<file path="src/hdl/gsh_pkg.sv">
// Shared types, constants and coefficient helpers for the grid spline height block.
package gsh_pkg;

    localparam int VALUE_BITS      = 16;
    localparam int COORD_BITS      = 17;
    localparam int COORD_FRAC_BITS = 16;
    localparam int LOCAL_BITS      = COORD_FRAC_BITS;
    localparam int CFG_BITS        = 48;
    localparam int CFG_INDEX_BITS  = 3;
    localparam int REG_COUNT       = 7;
    localparam int COEF_BITS       = 26;
    localparam int ACC_BITS        = 44;
    localparam int Q20_BITS        = 32;
    localparam int SQRT_IN_BITS    = 32;
    localparam int ROOT_BITS       = 16;
    localparam int SQRT_STAGES     = 8;
    localparam int CURVE_STAGES    = 4;

    localparam logic [COORD_BITS-1:0] COORD_ONE  = COORD_BITS'(1) << COORD_FRAC_BITS;
    localparam logic [COORD_BITS-1:0] COORD_HALF = COORD_BITS'(1) << (COORD_FRAC_BITS - 1);

    typedef enum logic [CFG_INDEX_BITS-1:0] {
        REG_HEIGHTS_ROW_FIRST  = 3'd0,
        REG_HEIGHTS_ROW_MIDDLE = 3'd1,
        REG_HEIGHTS_ROW_LAST   = 3'd2,
        REG_COL_SLOPES_START   = 3'd3,
        REG_COL_SLOPES_END     = 3'd4,
        REG_ROW_SLOPES_START   = 3'd5,
        REG_ROW_SLOPES_END     = 3'd6
    } cfg_reg_t;

    typedef logic signed [VALUE_BITS-1:0] val_t;
    typedef logic signed [COEF_BITS-1:0]  coef_val_t;
    typedef logic signed [ACC_BITS-1:0]   acc_t;

    typedef struct packed {
        val_t h0;
        val_t h1;
        val_t h2;
        val_t sa;
        val_t sb;
    } spline_t;

    typedef struct packed {
        coef_val_t k0;
        coef_val_t k1;
        coef_val_t k2;
        coef_val_t k3;
    } coef_t;

    function automatic val_t field_of(logic [CFG_BITS-1:0] r, int unsigned e);
        return val_t'(r[e*VALUE_BITS +: VALUE_BITS]);
    endfunction

    // Cubic coefficients of one piece, in units of the raw height LSB times four.
    function automatic coef_t spline_coef(spline_t s, logic upper);
        coef_t     c;
        coef_val_t h0;
        coef_val_t h1;
        coef_val_t h2;
        coef_val_t sa;
        coef_val_t sb;
        h0 = COEF_BITS'(s.h0);
        h1 = COEF_BITS'(s.h1);
        h2 = COEF_BITS'(s.h2);
        sa = COEF_BITS'(s.sa);
        sb = COEF_BITS'(s.sb);
        if (!upper) begin
            c.k0 = COEF_BITS'(4 * h0);
            c.k1 = COEF_BITS'(4 * sa);
            c.k2 = COEF_BITS'(-36 * h0 + 48 * h1 - 12 * h2 - 14 * sa + 2 * sb);
            c.k3 = COEF_BITS'(40 * h0 - 64 * h1 + 24 * h2 + 12 * sa - 4 * sb);
        end else begin
            c.k0 = COEF_BITS'(4 * h1);
            c.k1 = COEF_BITS'(-6 * h0 + 6 * h2 - sa - sb);
            c.k2 = COEF_BITS'(24 * h0 - 48 * h1 + 24 * h2 + 4 * sa - 4 * sb);
            c.k3 = COEF_BITS'(-24 * h0 + 64 * h1 - 40 * h2 - 4 * sa + 12 * sb);
        end
        return c;
    endfunction

endpackage

</file>
<file path="src/hdl/gsh_sqrt.sv">
// Pipelined floor square root, two result bits per stage, with a saturation flag.
module gsh_sqrt (
    input  logic                                aclk,
    input  logic                                en,
    input  logic [gsh_pkg::SQRT_IN_BITS-1:0]    n,
    input  logic                                sat,
    output logic [gsh_pkg::COORD_BITS-1:0]      height
);

    localparam int RW = gsh_pkg::ROOT_BITS + 4;
    localparam int NW = gsh_pkg::SQRT_IN_BITS;

    typedef struct packed {
        logic [RW-1:0]                    rem;
        logic [gsh_pkg::ROOT_BITS-1:0]    root;
        logic [NW-1:0]                    data;
        logic                             sat;
    } step_t;

    function automatic step_t sq_step(step_t a);
        step_t         o;
        logic [RW-1:0] r;
        logic [RW-1:0] trial;
        r      = {a.rem[RW-3:0], a.data[NW-1 -: 2]};
        trial  = {2'b00, a.root, 2'b01};
        o      = a;
        o.data = {a.data[NW-3:0], 2'b00};
        if (r >= trial) begin
            o.rem  = r - trial;
            o.root = {a.root[gsh_pkg::ROOT_BITS-2:0], 1'b1};
        end else begin
            o.rem  = r;
            o.root = {a.root[gsh_pkg::ROOT_BITS-2:0], 1'b0};
        end
        return o;
    endfunction

    step_t st_reg [gsh_pkg::SQRT_STAGES];
    step_t first;

    always_comb begin
        first.rem  = '0;
        first.root = '0;
        first.data = n;
        first.sat  = sat;
    end

    always_ff @(posedge aclk) begin
        if (en) begin
            st_reg[0] <= sq_step(sq_step(first));
            for (int i = 1; i < gsh_pkg::SQRT_STAGES; i++) begin
                st_reg[i] <= sq_step(sq_step(st_reg[i-1]));
            end
        end
    end

    assign height = st_reg[gsh_pkg::SQRT_STAGES-1].sat ? gsh_pkg::COORD_ONE
                  : {1'b0, st_reg[gsh_pkg::SQRT_STAGES-1].root};

endmodule

</file>
<file path="config.mk">
export PLATFORM = sky130hd
export DESIGN_NAME = gsh_sqrt
export DESIGN_NICKNAME = d
export VERILOG_FILES = /design/src/hdl/gsh_pkg.sv /design/src/hdl/gsh_sqrt.sv
export SDC_FILE = /design/constraint.sdc
export NUM_CORES = 1
export LEC_CHECK = 0
export ABC_AREA = 0
export CAP_MARGIN = 20
export CORE_UTILIZATION = 65
export DETAILED_ROUTE_END_ITERATION = 7
export DONT_BUFFER_PORTS = 1
export PLACE_DENSITY_LB_ADDON = 0.2
export SYNTH_ARGS = -nofsm -noshare
export SYNTH_HDL_FRONTEND = slang
export SYNTH_SLANG_ARGS = --single-unit
export TNS_END_PERCENT = 30
</file>
<file path="constraint.sdc">
create_clock -name aclk -period 6.8 [get_ports aclk]
set_input_delay 0.34 -clock aclk [delete_from_list [all_inputs] [get_ports aclk]]
set_output_delay 0.34 -clock aclk [all_outputs]
set_load 0.005 [all_outputs]
</file>
Word-level counts from Yosys, hierarchy flattened
Memory sizes are Yosys's and may differ from the RTL's.
Index checks and enable logic that the tools add are counted.

storage, ports and cells
  input bits = 35
  word-level logic and storage cells = 68
  output and inout bits = 17
  RAM bits = 520
  memories = 1
  register bits after elaboration = 0

memory list
  memory  depth  bits a word  read ports  clocked after Yosys merged registers in  write ports  line            source
  st_reg  8      65           8           0                                        8            gsh_sqrt.sv:38  step_t st_reg [gsh_pkg::SQRT_STAGES];

operators by class
  muxes and demuxes = 35
  magnitude comparators = 16
  $add $sub $neg = 16

operator list
  operator                                                                             number
  36-bit two-way mux                                                                   16
  34-bit two-way mux                                                                   16
  20-bit by 18-bit greater-or-equal comparator with 1-bit output                       15
  20-bit by 18-bit subtractor with 20-bit output                                       8
  18-bit subtractor                                                                    7
  17-bit two-way mux                                                                   1
  2-bit by 1-bit subtractor with 3-bit output, second input constant                   1
  2-bit by 1-bit greater-or-equal comparator with 1-bit output, second input constant  1
  1-bit two-way mux                                                                    2

Depth between registers and ports, before layout
An unclocked memory read counts as a cell.

  word-level depth = 7
  depth in mapped cells = 26
  mapped depth without buffers = 24

Worst setup path before layout
OpenSTA, ideal clock, no wires.

  path kind = reg-to-reg
  start = memory st_reg[0][227] (netlist name)
  end = memory st_reg[1][58] (netlist name) (data pin)
  required time = 6,543 ps
  buffers on the path = 2
  setup time = 257 ps
  setup slack = 1,889 ps
  period minus slack after synthesis = 4,911 ps
  arrival time = 4,654 ps
  cell stages (with the launch flop) = 21
  cell sequence = edfxtp_1 -> inv_1 -> ha_1 -> a21o_1 -> a21o_1 -> o41ai_2 -> nand3_1 -> clkbuf_1 -> a21oi_1 -> ha_1 -> clkbuf_1 -> nand2_1 -> nor4_1 -> nor3b_1 -> and4_1 -> a41o_1 -> nor3b_1 -> nand4_1 -> nor2b_1 -> a211o_1 -> o2111a_1

RTL lines
  item             line
  start, declared  gsh_sqrt.sv:38

==> flow_summary.json <==
{
  "status": "complete, no violations",
  "vias": 14900,
  "synth_cell_types": 82,
  "post_drt_via_cell_ratio": 6.32,
  "worstPathCellList": "inv_1, ha_1, a211oi_1, nor2_1, o31ai_1, nand2_1, inv_1, nand2_1, nand2_1, ha_1, a21o_1, a21o_1, a21o_1, nor3_1, o211ai_1, a41oi_2, inv_1, mux2_2",
  "drc": 0,
  "crit_path_start": "st_reg[1][32]$_DFFE_PP_",
  "nNetsFinal": 2122,
  "antenna_found_initial": 0,
  "powerDensity_nw_per_um2": 330,
  "dominantRegCellSynth": "edfxtp_1",
  "drive_gt1_frac": 0.0687,
  "syn_area_um2": 19700,
  "cp_max_fo": 22,
  "setup_viol": 0,
  "maxCapViolCount": 0,
  "synthArstFlopShare": 0,
  "p_switching_mw": 2.41,
  "fp.dieW_um": 176,
  "hold_ws_ns": 0.0411,
  "tightest_slew_ns": 1.10,
  "antenna_cells": 0,
  "synth_edf_count": 310,
  "internal_power_mw": 4.77,
  "timing.rr.end": "st_reg[1][121]$_DFFE_PP_",
  "avgSynthCellArea_um2": 10.4,
  "insertion_delay_ns": 0.53,
  "start_util": 0.663,
  "crit_buf_inv": 3,
  "ir_drop_mv": 0.333,
  "ios": 52,
  "fillerInstances": 2052,
  "endpoint": "st_reg[1][121]$_DFFE_PP_",
  "first_global_vias": 14200,
  "layout.cells.non_filler": 2355,
  "die_height_um": 176,
  "routed_wl_um": 45900,
  "cts_num_sinks": 310,
  "post-dp-hpwl_um": 32300,
  "ys_ff_latch": 310,
  "htree_num_levels": 2,
  "crit_type": "register to register",
  "coreArea_um2": 29700,
  "drtIter0Drc": 1412,
  "cp_num_cells": 18,
  "grt_pass1_wl_um": 73400,
  "die_area_um2": 31000,
  "final_cell_area_um2": 21700,
  "clock_skew_ns": 0.0129,
  "clock_path_buffers": 3,
  "slew_headroom": 0.265,
  "gp_congestion": 0.939,
  "placed_area_um2": 20100,
  "p_leak_nw": 8.60,
  "cts_tree": "yes",
  "grtUsageTotal": 0.299,
  "clkTransAtPathRegs_ns": 0.07,
  "root_buffer": "clkbuf_16",
  "grt_max_degree": 188,
  "clockPowerShare": 0.276,
  "synth_area_leaders": "edfxtp_1 47%, ha_1 9.5%, xnor2_1 4.4%",
  "finalMaxSlewViolations": 0,
  "port_buffers": 0,
  "tns_ns": 0,
  "hold_violations": 0,
  "max_stage_delay_ns": 0.89,
  "area_delta_synth_final_pct": 10.3,
  "required_ns": 7.06,
  "wl_per_cell_um": 19.5,
  "place_inst": 2252,
  "final.period_utilization": 0.942,
  "yosysSeqAreaShare": 0.473,
  "antenna_left": 0,
  "hold_class": "input pin to register",
  "finalPower_mw": 7.18,
  "rsz0062_at_grt": "false",
  "crit_slowest_cell": "a41oi_2",
  "fmax_mhz": 156,
  "yosysTopAreaCell": "edfxtp_1",
  "reg2reg_slack_ns": 0.40,
  "synth_top_area_frac": 0.473,
  "period_needed_ns": 6.40,
  "cts_buffers": 36,
  "grt_overflow": 0,
  "combPwrFrac": 0.345,
  "reg2reg_depth": 18,
  "p_sw_frac": 0.336,
  "critPathTopFamily": "compound AO/OA/AOI/OAI gates",
  "std_cell_rows": 63,
  "endpoint_kind": "register",
  "reg2reg_from": "st_reg[1][32]$_DFFE_PP_",
  "drt_pass1_iterations": 6,
  "pwr-share-seq": 0.378,
  "largest_register_ffs": 310,
  "syn_inst": 1895,
  "yosysWarnings": 0,
  "cp.arrival_ns": 6.67,
  "startpoint_type": "register"
}
cell type report:
cell class,count,area [µm²],area share
clock buffer,43,927,0.0427
clock inverter,22,295,0.0136
inverter,139,522,0.0240
multi-input combinational,1405,9690,0.446
sequential,310,9310,0.428
tap,390,488,0.0225
timing repair buffer,46,495,0.0228
cell families (layout without fill, tap and decap cells):
kind of cell | after synthesis | after routing | synth area share
other cells | 1 | 2 | 0.000190
fa+ha+maj | 149 | 149 | 0.0946
flops | 310 | 310 | 0.473
mux | 28 | 28 | 0.0156
buf+inv | 181 | 250 | 0.0361
simple gates | 622 | 622 | 0.161
xor+xnor | 150 | 150 | 0.0667
compound gates | 454 | 454 | 0.153
per-layer routing:
layer | share of wire | wire (µm) | track usage
met4 | 0.022 | 1010 | 0.0804
met5 | 0 | 0 | 0
met3 | 0.066 | 3010 | 0.0364
met1 | 0.44 | 20300 | 0.419
met2 | 0.47 | 21600 | 0.495
power groups by stage:
| stage | clock [mW] | combinational [mW] | sequential, mW |
|---|---|---|---|
| global route | 2.09 | 2.75 | 2.74 |
| detailed placement | 0 | 2.36 | 2.75 |
| finish | 1.99 | 2.48 | 2.71 |
| floorplan | 0 | 1.91 | 2.63 |
| global placement | 0 | 2.31 | 2.74 |
| CTS | 2.01 | 2.44 | 2.71 |
cell usage after synthesis, types with 32 or more instances:
master and count:
inv_1 135, a21oi_1 131, nor2_1 171, nand3_1 47, edfxtp_1 310, nand2_1 115
a21o_1 44, nor4_1 37, xor2_1 51, ha_1 149, xnor2_1 99, nor2b_1 32
nor3_1 57, o21ai_0 74
per-stage QoR:
step	setup slack [ns]	utilization
floorplan	1.89	-
global placement	0.695	0.676
detailed placement	0.591	0.676
CTS	0.520	0.731
global route	0.0586	0.731
finish	0.396	0.731
how the worst min path moves through the flow:
stage	start	endpoint	slack [ns]	cells after the start
after floorplan	st_reg[0][65]$_DFFE_PP_	st_reg[0][130]$_DFFE_PP_	0.40	0
after global placement	st_reg[1][19]$_DFFE_PP_	st_reg[1][88]$_DFFE_PP_	0.40	0
after detailed placement	st_reg[0][73]$_DFFE_PP_	st_reg[0][142]$_DFFE_PP_	0.40	0
after CTS	n[28]	st_reg[0][45]$_DFFE_PP_	0.01	1
after global routing	n[28]	st_reg[0][45]$_DFFE_PP_	0.02	1
final	n[30]	st_reg[0][62]$_DFFE_PP_	0.04	1
placed cells by master, fill, tap and decap left out, types with 7 or more instances in the layout:
master	instances
nand3_1	47
mux2_2	21
o31ai_1	24
xnor2_1	99
and4_1	10
xor2_1	51
a21boi_0	8
o311ai_0	9
a211o_1	8
mux2i_1	7
or2_2	21
ha_1	149
edfxtp_1	310
and3_1	19
a21oi_1	131
nand2_1	115
o21a_1	29
a31oi_1	21
o21bai_1	9
o211ai_1	10
nor2_1	171
clkinv_1	7
a21o_1	44
nor4_1	37
dlygate4sd3_1	33
o31a_1	10
nor3_1	57
inv_1	135
clkbuf_16	36
or4_1	10
nand2b_1	18
clkbuf_1	7
or3_1	14
buf_4	7
nor2b_1	32
a31o_2	10
a211oi_1	15
nand4_1	30
o21ai_0	74
what timing repair did:
item / CTS / global route
gates resized for setup: 0 / 0
endpoints found under the hold margin: 219 / 0
setup buffers: 0 / 0
hold buffers: 36 / 0
Power figures use the tool's default switching activity.
